<file path="config.mk">
export PLATFORM = sky130hd
export DESIGN_NAME = dclru_tag_mem
export DESIGN_NICKNAME = d
export VERILOG_FILES = /design/src/hw/rtl/dclru_pkg.sv /design/src/hw/rtl/dclru_tag_mem.sv
export SDC_FILE = /design/constraint.sdc
export NUM_CORES = 1
export LEC_CHECK = 0
export BUFFER_PORTS_ARGS = -buffer_cell sky130_fd_sc_hd__clkbuf_2
export CAP_MARGIN = 20
export CELL_PAD_IN_SITES_DETAIL_PLACEMENT = 1
export CELL_PAD_IN_SITES_GLOBAL_PLACEMENT = 2
export CORE_ASPECT_RATIO = 1.25
export CORE_MARGIN = 8
export CORE_UTILIZATION = 49
export DETAILED_ROUTE_END_ITERATION = 8
export PLACE_DENSITY_LB_ADDON = 0.08
export SETUP_SLACK_MARGIN = 0.2
export SLEW_MARGIN = 20
export SYNTH_ARGS = -nofsm -noshare
export SYNTH_HDL_FRONTEND = slang
export SYNTH_SLANG_ARGS = --single-unit
</file>
<file path="constraint.sdc">
create_clock -name i_clk -period 3.2 [get_ports i_clk]
set_clock_uncertainty 0.15 [all_clocks]
set_input_delay 0.64 -clock i_clk [delete_from_list [all_inputs] [get_ports i_clk]]
set_output_delay 0.64 -clock i_clk [all_outputs]
set_load 0.02 [all_outputs]
</file>
<file path="src/hw/rtl/dclru_pkg.sv">
// Shared types, codes and default geometry for the Dragon coherent LRU cache unit.
package dclru_pkg;

    // Default geometry
    localparam int unsigned DEF_NUM_SETS       = 64;
    localparam int unsigned DEF_NUM_WAYS       = 2;
    localparam int unsigned DEF_WORDS_PER_LINE = 8;

    localparam int unsigned WORD_BYTES = 4;
    localparam int unsigned WORD_W     = 32;
    localparam int unsigned IN_TDATA_W  = 72;
    localparam int unsigned OUT_TDATA_W = 112;

    // Request kinds
    localparam logic [2:0] MODE_LOAD      = 3'd0;
    localparam logic [2:0] MODE_STORE     = 3'd1;
    localparam logic [2:0] MODE_SNP_READ  = 3'd2;
    localparam logic [2:0] MODE_SNP_UPD   = 3'd3;
    localparam logic [2:0] MODE_READ_DONE = 3'd4;
    localparam logic [2:0] MODE_UPD_DONE  = 3'd5;

    // Bus commands
    localparam logic [1:0] CMD_NONE  = 2'd0;
    localparam logic [1:0] CMD_READ  = 2'd1;
    localparam logic [1:0] CMD_UPD   = 2'd2;
    localparam logic [1:0] CMD_FLUSH = 2'd3;

    // Coherence states
    localparam logic [1:0] ST_E  = 2'd0;
    localparam logic [1:0] ST_SC = 2'd1;
    localparam logic [1:0] ST_SM = 2'd2;
    localparam logic [1:0] ST_M  = 2'd3;
    localparam logic [2:0] LS_ABSENT = 3'd4;

    // Snoop supply codes
    localparam logic [1:0] SUP_NONE  = 2'd0;
    localparam logic [1:0] SUP_CLEAN = 2'd1;
    localparam logic [1:0] SUP_DIRTY = 2'd2;

    // One result, lowest field last
    typedef struct packed {
        logic [2:0]  line_state;
        logic        access_shared;
        logic [1:0]  snoop_supply;
        logic        snoop_shared;
        logic [31:0] bus_word;
        logic [31:0] bus_address;
        logic [1:0]  bus_cmd;
        logic [31:0] read_word;
        logic        hit;
    } t_result;

    typedef struct packed {
        t_result res;
        logic    last;
    } t_res_entry;

endpackage

</file>
<file path="src/hw/rtl/dclru_tag_mem.sv">
// Per-set tag, state, age and word-mask memory plus presence flags.
module dclru_tag_mem
    import dclru_pkg::*;
#(
    parameter int unsigned SETS = DEF_NUM_SETS,
    parameter int unsigned WAYS = DEF_NUM_WAYS,
    parameter int unsigned ROWW = 8,
    parameter int unsigned SIDX = 6
) (
    input  logic            i_clk,
    input  logic            i_rst_n,
    input  logic            i_rd_en,
    input  logic [SIDX-1:0] i_rd_set,
    input  logic            i_wr_en,
    input  logic [SIDX-1:0] i_wr_set,
    input  logic [ROWW-1:0] i_wr_row,
    input  logic [WAYS-1:0] i_wr_pres,
    output logic [ROWW-1:0] o_rd_row,
    output logic [WAYS-1:0] o_rd_pres
);

    logic [ROWW-1:0] r_mem [SETS];
    logic [WAYS-1:0] r_pres [SETS];

    // Write and read the row array
    always_ff @(posedge i_clk) begin
        if (i_wr_en) begin
            r_mem[i_wr_set] <= i_wr_row;
        end
        if (i_rd_en) begin
            o_rd_row <= r_mem[i_rd_set];
        end
    end

    // Presence flags clear on reset
    always_ff @(posedge i_clk) begin
        if (!i_rst_n) begin
            for (int s = 0; s < SETS; s++) begin
                r_pres[s] <= '0;
            end
            o_rd_pres <= '0;
        end else begin
            if (i_wr_en) begin
                r_pres[i_wr_set] <= i_wr_pres;
            end
            if (i_rd_en) begin
                o_rd_pres <= r_pres[i_rd_set];
            end
        end
    end

endmodule

</file>
# Word level (Yosys, flattened, before mapping)
# Memories as Yosys holds them, arrays and structs flattened. A register that Yosys moved wholly into a read port is not among the register bits.
# Index checks and enable logic that the tools add are counted.
# classes
n_mux,8
n_shift,0
n_lt_le_gt_ge,0
n_addsub,0
div,0
n_eq_ne,0
multipliers,0
bitwise_logic,0
reduce_logical,2
# ops
operator,n
$mux W1,6
$mux W6,1
$mux W2,1
$reduce_or A2 Y1,1
$logic_not A1 Y1,1
# word_totals
mem_bits_rw,640
out_inout_bits,10
input_bits,26
word_cells,12
regBits,0
mem_count,2
mem_bits_ro,0
latchBits,0
# mem_list
name,depth,width,read_ports,rd_ports_with_merged_regs,wr,line_no,text
r_mem,64,8,1,1,1,dclru_tag_mem.sv:22,logic [ROWW-1:0] r_mem [SETS];
r_pres,64,2,1,1,64,dclru_tag_mem.sv:23,logic [WAYS-1:0] r_pres [SETS];

# Longest topological paths before layout
# depth
depth_word,5
ltp_mapped,9
ltp_nobuf,5

# Least setup slack after synthesis
# OpenSTA, ideal clock, no wires.
# synth_timing
path_kind,input-to-reg
from,input i_rd_set[0]
to,"register o_rd_row[0] (read register of r_mem), data pin"
path_buffers,3
setup_slack_ps,271
setup_ps,269
stages,7
required_ps,2781
arrival_ps,2509
path_cell_list,buf_2 -> buf_4 -> buf_2 -> mux4_2 -> mux4_2 -> mux2i_1 -> o21ai_0
# synth_rtl
element,line_no,text
from (decl),dclru_tag_mem.sv:13,"input logic [SIDX-1:0] i_rd_set,"
to (decl),dclru_tag_mem.sv:18,"output logic [ROWW-1:0] o_rd_row,"

==> reports/metrics.cfg <==
[grt]
gr-usage-all-layers = 0.230
grt_overflow = 0
grt_pass1_vias = 14600
antenna_found_initial = 0
grt_pass1_wl_um = 101000
grt_max_degree = 65

[logic_synthesis]
yosys_warnings = 0
ys_top_cells_by_area = edfxtp_1 74%, mux4_2 16%, nor2_1 2.3%
synth-seq-area-share = 0.742
synth_xor_xnor_area_share = 0
synth_top_family_by_area = multiplexers
synth_top_area_frac = 0.741
synthSimpleGateAreaFrac = 0.0512
synth_mux_area_frac = 0.170
synthCells = 1362
async_flop_share = 0
synth_compound_area_frac = 0.0188
netlist_area_um2 = 26300
synth.avg_cell_area_um2 = 19.3
synth_ff_type = edfxtp_1
synth-adder-area-share = 0
synth_edf_count = 648
yosys_register_bits = 650
synthTopCellsByCount = 648 x edfxtp_1, 188 x mux4_2, 162 x nor2_1
synth_cell_types = 36
syn_nets = 1388
synth_top_cell_by_area = edfxtp_1
synth.most_common_cell = edfxtp_1

[die]
initial_core_util = 0.492
core-area_um2 = 53400
die_area_um2 = 61300
die_h_um = 275
io_pins = 36
rows = 95
die_w_um = 223

[drt]
first_pass_iters = 7
finalWirelength_um = 69700
drt_iter0_drc = 1131
vias_per_cell = 6.13
ant_nets = 0
drc = 0
wl_per_cell_um = 31.5
vias = 13600

[timing]
maxSlewViolCount = 0
setup_viol_count_final = 0
rsz0062_at_grt = false
fin_crit_sh = 0.787
min_period_ns = 2.52
finalWorstSetupSlack_ns = 0.683
hold_viol_final = 0
final.setup.tns_ns = 0
whs_ns = 0.369
max_freq_mhz = 397
worst_slew_pin_slew_ns = 1.04
timing.max_slew.rel_slack = 0.306

[placed_design]
dp_cells = 2107
gp_congestion = 0.822
place_ws_ns = 0.0410
port_buffers = 35
dp_hpwl_um = 45000

[clocking]
ctsHoldBuffers = 0
postCtsSetupBuffers = 0
clock_sink_count = 650
cts_tree = done
h-tree-depth = 2
post_cts_resized = 0
cts_root_buf = clkbuf_16
clk_pin_slew_ns = 0.06
cts.path.max_buffers = 3
cts_buffers = 61
clock_latency_ns = 0.63

[final_layout]
nNetsFinal = 1517
fillCellCount = 4666
area_growth_pct = 13.8
diodes = 0
drive_gt1_frac = 0.284
final_util = 0.561
fin_cells = 2216

[critical_path]
path_class = input pin to flip-flop
worstPathArrival_ns = 2.72
critPathCaptureType = flip-flop
critPathMaxFanout = 14
required_ns = 3.40
cp-start-kind = input pin

[pwr]
pwr_density_cell_nw_per_um2 = 591
ir_worst_vdd_mv = 0.440
p_leak_nw = 9.65

[run_status]
status = finished clean

[min_path]
hold_path_class = input pin to flip-flop

[flow_run]
drv_cap = 0

-- sequential cells by signal, indices dropped and copies added, names as in the netlist --
register / count
o_rd_pres: 2
o_rd_row: 8
r_mem: 512
r_pres: 128
-- logic make-up (layout without fill, tap and decap cells) --
family | Yosys count | in the layout
flip-flops | 650 | 650
AND/OR/NAND/NOR | 310 | 310
multiplexers | 212 | 212
buffers and inverters | 107 | 282
AO/OA/AOI/OAI | 83 | 83
-- layout by cell type, fill, tap and decap left out, types with 12 or more instances in the layout --
master / instances
nor3_1: 29
inv_1: 15
buf_12: 14
clkbuf_1: 17
buf_4: 111
clkinv_1: 12
clkbuf_2: 31
nor2_1: 162
clkbuf_16: 61
o21ai_0: 55
edfxtp_1: 648
mux4_2: 188
nand3_1: 13
nand2_1: 65
mux2i_1: 20
-- critical path, cell delays in order --
cell	delay, ns
buf_8	0.19
buf_4	0.34
mux4_2	0.55
mux4_2	0.49
mux4_2	0.48
-- path summary, 6_finish.rpt --
kind / from / end / slack (ns) / cells past startpoint
worst max-delay path: i_rd_set[0] / o_rd_row[4] / 0.68 / 5
worst min-delay path: i_rd_en / o_rd_row[5] / 0.37 / 1
worst max register to register: r_mem[54][3] / o_rd_row[3] / 0.86 / 5
worst min register to register: o_rd_pres[0] / o_rd_pres[0] / 0.40 / 2
-- where the power goes --
group	switching, mW	internal (mW)	total (mW)
combinational	0.649	0.443	1.09
sequential	0.0475	9.51	9.56
clock	3.05	3.97	7.03
total	3.75	13.9	17.7
-- layout make-up --
type | instances | area (µm²) | share of cell area
multi-input combinational | 605 | 6320 | 0.211
timing repair buffer | 158 | 1290 | 0.0433
clock inverter | 31 | 309 | 0.0103
tap | 679 | 850 | 0.0284
sequential | 650 | 19500 | 0.652
inverter | 15 | 56.3 | 0.00188
clock buffer | 78 | 1590 | 0.0532
-- per-layer routing --
layer	part of all wire	up-vias	GRT usage
li1	-	5758	-
met5	0	-	0
met3	0.049	109	0.0316
met2	0.50	400	0.385
met4	0.034	0	0.0807
met1	0.42	7327	0.309
-- stage by stage --
| stage | area (µm²) | power [mW] |
|---|---|---|
| detailed placement | 28000 | 10.9 |
| floorplan | 26300 | 10.3 |
| global placement | 28000 | 10.8 |
| CTS | 29900 | 17.8 |
| global route | 29900 | 18.1 |
| finish | 29900 | 17.7 |
Power figures use the tool's default switching activity.
