--- config.mk ---
export PLATFORM = sky130hd
export DESIGN_NAME = dclru_res_fifo
export DESIGN_NICKNAME = d
export VERILOG_FILES = /design/src/hw/rtl/dclru_pkg.sv /design/src/hw/rtl/dclru_res_fifo.sv
export SDC_FILE = /design/constraint.sdc
export NUM_CORES = 1
export LEC_CHECK = 0
export BUFFER_PORTS_ARGS = -buffer_cell sky130_fd_sc_hd__buf_2
export CAP_MARGIN = 20
export CORE_MARGIN = 2
export CORE_UTILIZATION = 53
export CTS_BUF_LIST = sky130_fd_sc_hd__clkbuf_4 sky130_fd_sc_hd__clkbuf_8
export CTS_CLUSTER_DIAMETER = 100
export DETAILED_ROUTE_END_ITERATION = 7
export GPL_ROUTABILITY_DRIVEN = 0
export PLACE_DENSITY = 0.78
export SYNTH_ARGS = -nofsm -noshare
export SYNTH_HDL_FRONTEND = slang
export SYNTH_SLANG_ARGS = --single-unit
--- constraint.sdc ---
create_clock -name i_clk -period 9.3 [get_ports i_clk]
set_input_delay 1.395 -clock i_clk [delete_from_list [all_inputs] [get_ports i_clk]]
set_output_delay 1.395 -clock i_clk [all_outputs]
set_load 0.02 [all_outputs]
--- src/hw/rtl/dclru_pkg.sv ---
// Shared types, codes and default geometry for the Dragon coherent LRU cache unit.
package dclru_pkg;

    // Default geometry
    localparam int unsigned DEF_NUM_SETS       = 64;
    localparam int unsigned DEF_NUM_WAYS       = 2;
    localparam int unsigned DEF_WORDS_PER_LINE = 8;

    localparam int unsigned WORD_BYTES = 4;
    localparam int unsigned WORD_W     = 32;
    localparam int unsigned IN_TDATA_W  = 72;
    localparam int unsigned OUT_TDATA_W = 112;

    // Request kinds
    localparam logic [2:0] MODE_LOAD      = 3'd0;
    localparam logic [2:0] MODE_STORE     = 3'd1;
    localparam logic [2:0] MODE_SNP_READ  = 3'd2;
    localparam logic [2:0] MODE_SNP_UPD   = 3'd3;
    localparam logic [2:0] MODE_READ_DONE = 3'd4;
    localparam logic [2:0] MODE_UPD_DONE  = 3'd5;

    // Bus commands
    localparam logic [1:0] CMD_NONE  = 2'd0;
    localparam logic [1:0] CMD_READ  = 2'd1;
    localparam logic [1:0] CMD_UPD   = 2'd2;
    localparam logic [1:0] CMD_FLUSH = 2'd3;

    // Coherence states
    localparam logic [1:0] ST_E  = 2'd0;
    localparam logic [1:0] ST_SC = 2'd1;
    localparam logic [1:0] ST_SM = 2'd2;
    localparam logic [1:0] ST_M  = 2'd3;
    localparam logic [2:0] LS_ABSENT = 3'd4;

    // Snoop supply codes
    localparam logic [1:0] SUP_NONE  = 2'd0;
    localparam logic [1:0] SUP_CLEAN = 2'd1;
    localparam logic [1:0] SUP_DIRTY = 2'd2;

    // One result, lowest field last
    typedef struct packed {
        logic [2:0]  line_state;
        logic        access_shared;
        logic [1:0]  snoop_supply;
        logic        snoop_shared;
        logic [31:0] bus_word;
        logic [31:0] bus_address;
        logic [1:0]  bus_cmd;
        logic [31:0] read_word;
        logic        hit;
    } t_result;

    typedef struct packed {
        t_result res;
        logic    last;
    } t_res_entry;

endpackage

--- src/hw/rtl/dclru_res_fifo.sv ---
// Four-entry result queue taking up to two results per cycle.
module dclru_res_fifo
    import dclru_pkg::*;
(
    input  logic       i_clk,
    input  logic       i_rst_n,
    input  logic       i_push0,
    input  t_res_entry i_ent0,
    input  logic       i_push1,
    input  t_res_entry i_ent1,
    output logic       o_room2,
    output logic       o_valid,
    output t_res_entry o_ent,
    input  logic       i_pop
);

    t_res_entry r_q [4];
    logic [1:0] r_wp;
    logic [1:0] r_rp;
    logic [2:0] r_cnt;
    logic       pop;
    logic [2:0] n_push;

    assign o_valid = (r_cnt != 3'd0);
    assign o_ent   = r_q[r_rp];
    assign pop     = o_valid && i_pop;
    assign o_room2 = (r_cnt <= 3'd2);
    assign n_push  = {2'b00, i_push0} + {2'b00, i_push1};

    // Store payload
    always_ff @(posedge i_clk) begin
        if (i_push0) begin
            r_q[r_wp] <= i_ent0;
        end
        if (i_push1) begin
            r_q[r_wp + 2'd1] <= i_ent1;
        end
    end

    // Advance pointers and count
    always_ff @(posedge i_clk) begin
        if (!i_rst_n) begin
            r_wp  <= '0;
            r_rp  <= '0;
            r_cnt <= '0;
        end else begin
            r_wp  <= r_wp + n_push[1:0];
            r_rp  <= r_rp + {1'b0, pop};
            r_cnt <= r_cnt + n_push - {2'b00, pop};
        end
    end

endmodule

=== Word level (Yosys, flattened, before mapping) ===
Memories as Yosys holds them, arrays and structs flattened. A register that Yosys moved wholly into a read port is not among the register bits.
Cells that the tools add are included.

* Bits in registers: 7
* Input bits: 219
* Logic and storage cells: 18
* Memories: 1
* RAM bits: 428

{| class="wikitable"
|+ Memory list
! memory !! words !! bits a word !! rd ports !! clocked after memory_dff !! write ports !! line !! RTL
|-
| r_q || 4 || 107 || 1 || 1 || 2 || dclru_res_fifo.sv:17 || <nowiki>t_res_entry r_q [4];</nowiki>
|}

* Magnitude comparators: 1
* Muxes and demuxes: 5
* Reductions and logical operators: 2
* Add/subtract/negate cells: 6

{| class="wikitable"
|+ Operators by type and width
! kind !! number
|-
| two-way mux 1 bit || 4
|-
| adder 3 x 2 -> 3 bit || 1
|-
| less-or-equal comparator 3 x 2 -> 1 bit, second input constant || 1
|-
| nonzero test 3 bit || 1
|-
| subtractor 3 x 1 -> 3 bit || 1
|-
| adder 1 x 1 -> 2 bit || 1
|-
| adder 2 x 1 -> 2 bit || 1
|-
| adder 2 x 1 -> 2 bit, second input constant || 1
|-
| adder 2 bit || 1
|-
| two-way mux 2 bit || 1
|-
| logical AND 1 bit || 1
|}

=== Longest topological paths before layout ===
* Depth after elaboration: 4
* Depth in mapped cells: 8
* Depth with buffers taken out: 8

=== Least setup slack after synthesis ===
No wires, ideal clock.

* Kind: input port to flip-flop
* From: input i_push0
* To: memory r_q[2][0] (netlist name) (enable)
* Cell stages on the path: 2
* Data arrival time: 8943 ps
* Buffers on the path: 0
* Slack: -364 ps
* Required time: 8580 ps
* Cell sequence: nand2b_1 > o21ai_0

{| class="wikitable"
|+ RTL lines
! element !! line !! RTL
|-
| from (decl) || dclru_res_fifo.sv:7 || <nowiki>input logic i_push0,</nowiki>
|-
| to (decl) || dclru_res_fifo.sv:17 ||
|}

==> flow_metrics.py <==
metrics = {
    "status": {
        "outcome": "complete, no violations",
    },
    "floorplan": {
        "die_y_um": 203,
        "core.rowCount": 72,
        "floorplan.die.width_um": 203,
        "initial_core_util": 0.540,
        "top_level_ports": 328,
        "core_mm2": 0.0389,
        "fp.dieArea_mm2": 0.0413,
    },
    "placed_design": {
        "dpl.hpwl_um": 28500,
        "dp_slack_ns": 5.25,
        "portBuffers": 327,
        "placed_cell_area_mm2": 0.0231,
    },
    "sta": {
        "finalHoldViolCount": 0,
        "grt_setup_unrepaired": "no",
        "slew_of_the_pin_with_the_lowest_slew_margin_ns": 1.13,
        "timing.slew.headroom": 0.245,
        "final-max-slew-violation-count": 0,
        "fin_setup_tns_ns": 0,
        "fin_clk_skew_ns": 0.0119,
        "fmax_mhz": 222,
        "final.period_utilization": 0.484,
        "post_route_setup_slack_ns": 4.80,
        "setup_violations": 0,
        "timing.final.crit_period_ns": 4.50,
        "holdWs_ns": 0.620,
    },
    "drt": {
        "detail_route.iter0.violations": 768,
        "wl_per_cell_um": 24.1,
        "first_pass_iters": 4,
        "postRouteAntennaNets": 0,
        "routed_via_density": 5.73,
        "route.detailed.drc": 0,
        "finalWirelength_um": 48700,
        "route.vias.total": 11600,
    },
    "clocking": {
        "cts-root-buf": "clkbuf_8",
        "post-cts-setup-buffers": 0,
        "worstSkewPairLatency_ns": 0.63,
        "post_cts_resize_count": 0,
        "clk_path_buf_depth": 3,
        "clock_tree_from_tritoncts": "built",
        "clock_transition_at_path_regs_ns": 0.05,
        "cts_sinks": 435,
        "cts-htree-levels": 3,
        "numCtsBuffers": 75,
        "postCtsHoldBufs": 0,
    },
    "synthesis": {
        "synth_compound_gate_area_share": 0.000714,
        "synth.lib_cells_used.distinct": 26,
        "area_contributors_post_synth": "edfxtp_1, mux2_2, mux4_2",
        "synthSimpleGateAreaFrac": 0.00488,
        "synth_top_cell_by_area": "edfxtp_1",
        "synthesis.nets": 1305,
        "dominant_combinational_cell_family_by_area_after_synthesis": "multiplexers",
        "synth_top_cell_area_share": 0.611,
        "post_synth.cell_area_avg_um2": 19.5,
        "post_synth_mux_area_share": 0.348,
        "synth_enable_flop_cells": 428,
        "synth_adder_area_share": 0.00452,
        "synth_area_mm2": 0.0210,
        "seq_area_frac_synth": 0.618,
        "count_of_synthesis_stage_warnings_from_yosys": 0,
        "ys.flop_type": "edfxtp_1",
        "async_reset_ff_frac": 0,
        "synthesis.instances": 1079,
        "ys_seq_elements": 435,
        "yosys.area_share.xor_xnor": 0.00256,
    },
    "pwr": {
        "p_leak_nw": 8.83,
        "ir_drop_mv": 0.130,
        "powerDensity_mw_per_mm2": 240,
    },
    "cells_and_area": {
        "areaGrowthSynthToFinish_pct": 17.0,
        "most_frequent_cells_in_the_layout": "edfxtp_1, mux2_2, buf_2, mux4_2, clkbuf_8",
        "design.final.nets": 1660,
        "final_common_cell": "edfxtp_1",
        "post_route_cells_drive_above_1_share": 0.675,
        "fin_area_mm2": 0.0246,
    },
    "global_routing": {
        "grt_antenna_before_repair": 22,
        "grt_remaining_overflow": 0,
        "grt_first_pass_wirelength_um": 73900,
        "grt_pass1_vias": 12600,
        "globalRouteTotalUtil": 0.239,
        "maximum_number_of_pins_on_one_net_before_global_route_repair": 70,
    },
    "job": {
        "maxCapViolations": 0,
    },
    "hold_path": {
        "worst_hold_path_type": "reg2reg",
    },
    "worst_setup_path": {
        "critical_path_arrival_ns": 3.11,
        "criticalPathCategory": "reg2out",
        "cp-end-kind": "primary output",
        "worst_setup_path_start_kind": "flop",
        "crit_required_ns": 7.91,
        "timing.critical_path.fanout_max": 42,
    },
}
## cell families (layout without fill, tap and decap cells)
family / count (synthesis) / count (layout)
simple gates: 16 / 16
buf+inv: 79 / 491
flops: 435 / 435
mux: 536 / 536
other cells: 0 / 16
fa+ha+maj: 7 / 7
xor+xnor: 3 / 3
compound gates: 3 / 3
## stage by stage
step           total power, mW   util  std cells
6_report                  5.92  0.632       2025
3_3_place_gp              4.29  0.593       1872
4_1_cts                   5.98  0.630       2007
3_5_place_dp              4.32  0.594       1873
2_1_floorplan             3.83      -       1079
5_1_grt                   6.17  0.632       2019
## final timing paths
path                                from    endpoint  slack (ns)  cells after the start
worst max-delay path             r_rp[0]   o_ent[21]        4.80                      3
worst min-delay path            r_cnt[0]    r_cnt[0]        0.62                      2
worst max register to register   r_wp[1]  r_q[2][38]        6.11                      4
worst min register to register  r_cnt[0]    r_cnt[0]        0.62                      2
## critical path: stages (launching register included)
cell and delay [ns]:
dfxtp_4 0.80, buf_4 0.82, mux4_2 0.64, buf_2 0.18
## state kept, by name, indices dropped and copies added (netlist names)
name / cells
r_q: 428
r_cnt: 3
r_rp: 2
r_wp: 2
## per-layer routing
layer / track usage / vias up / share of wire
met2: 0.388 / 411 / 0.48
li1: - / 5192 / -
met1: 0.305 / 5898 / 0.40
met3: 0.0748 / 82 / 0.088
met5: 0 / - / 0.0024
met4: 0.0852 / 16 / 0.024
## cells in the mapped netlist (2+ instances only)
master,number
buf_2,47
buf_4,6
nor2b_1,2
mux2_2,408
nor2_1,2
xnor3_1,2
nand3b_1,2
mux4_2,107
edfxtp_1,428
dfxtp_1,7
and2_1,6
ha_1,6
o21ai_0,2
buf_6,11
clkbuf_1,8
inv_1,7
mux2_4,19
## power by group
group	leakage, nW	switching, mW	internal [mW]
registers	4.07	0.116	2.48
logic	4.02	0.917	0.748
clock network	0.730	0.772	0.879
## cell type report
class / instances / area (um2)
antenna: 16 / 40.0
clock buffer: 98 / 1210
clock inverter: 36 / 199
fill: 2845 / 14300
inverter: 7 / 26.3
multi-input combinational: 565 / 7630
sequential: 435 / 13000
tap: 518 / 648
timing repair buffer: 350 / 1860
(Power assumes the default switching activity.)
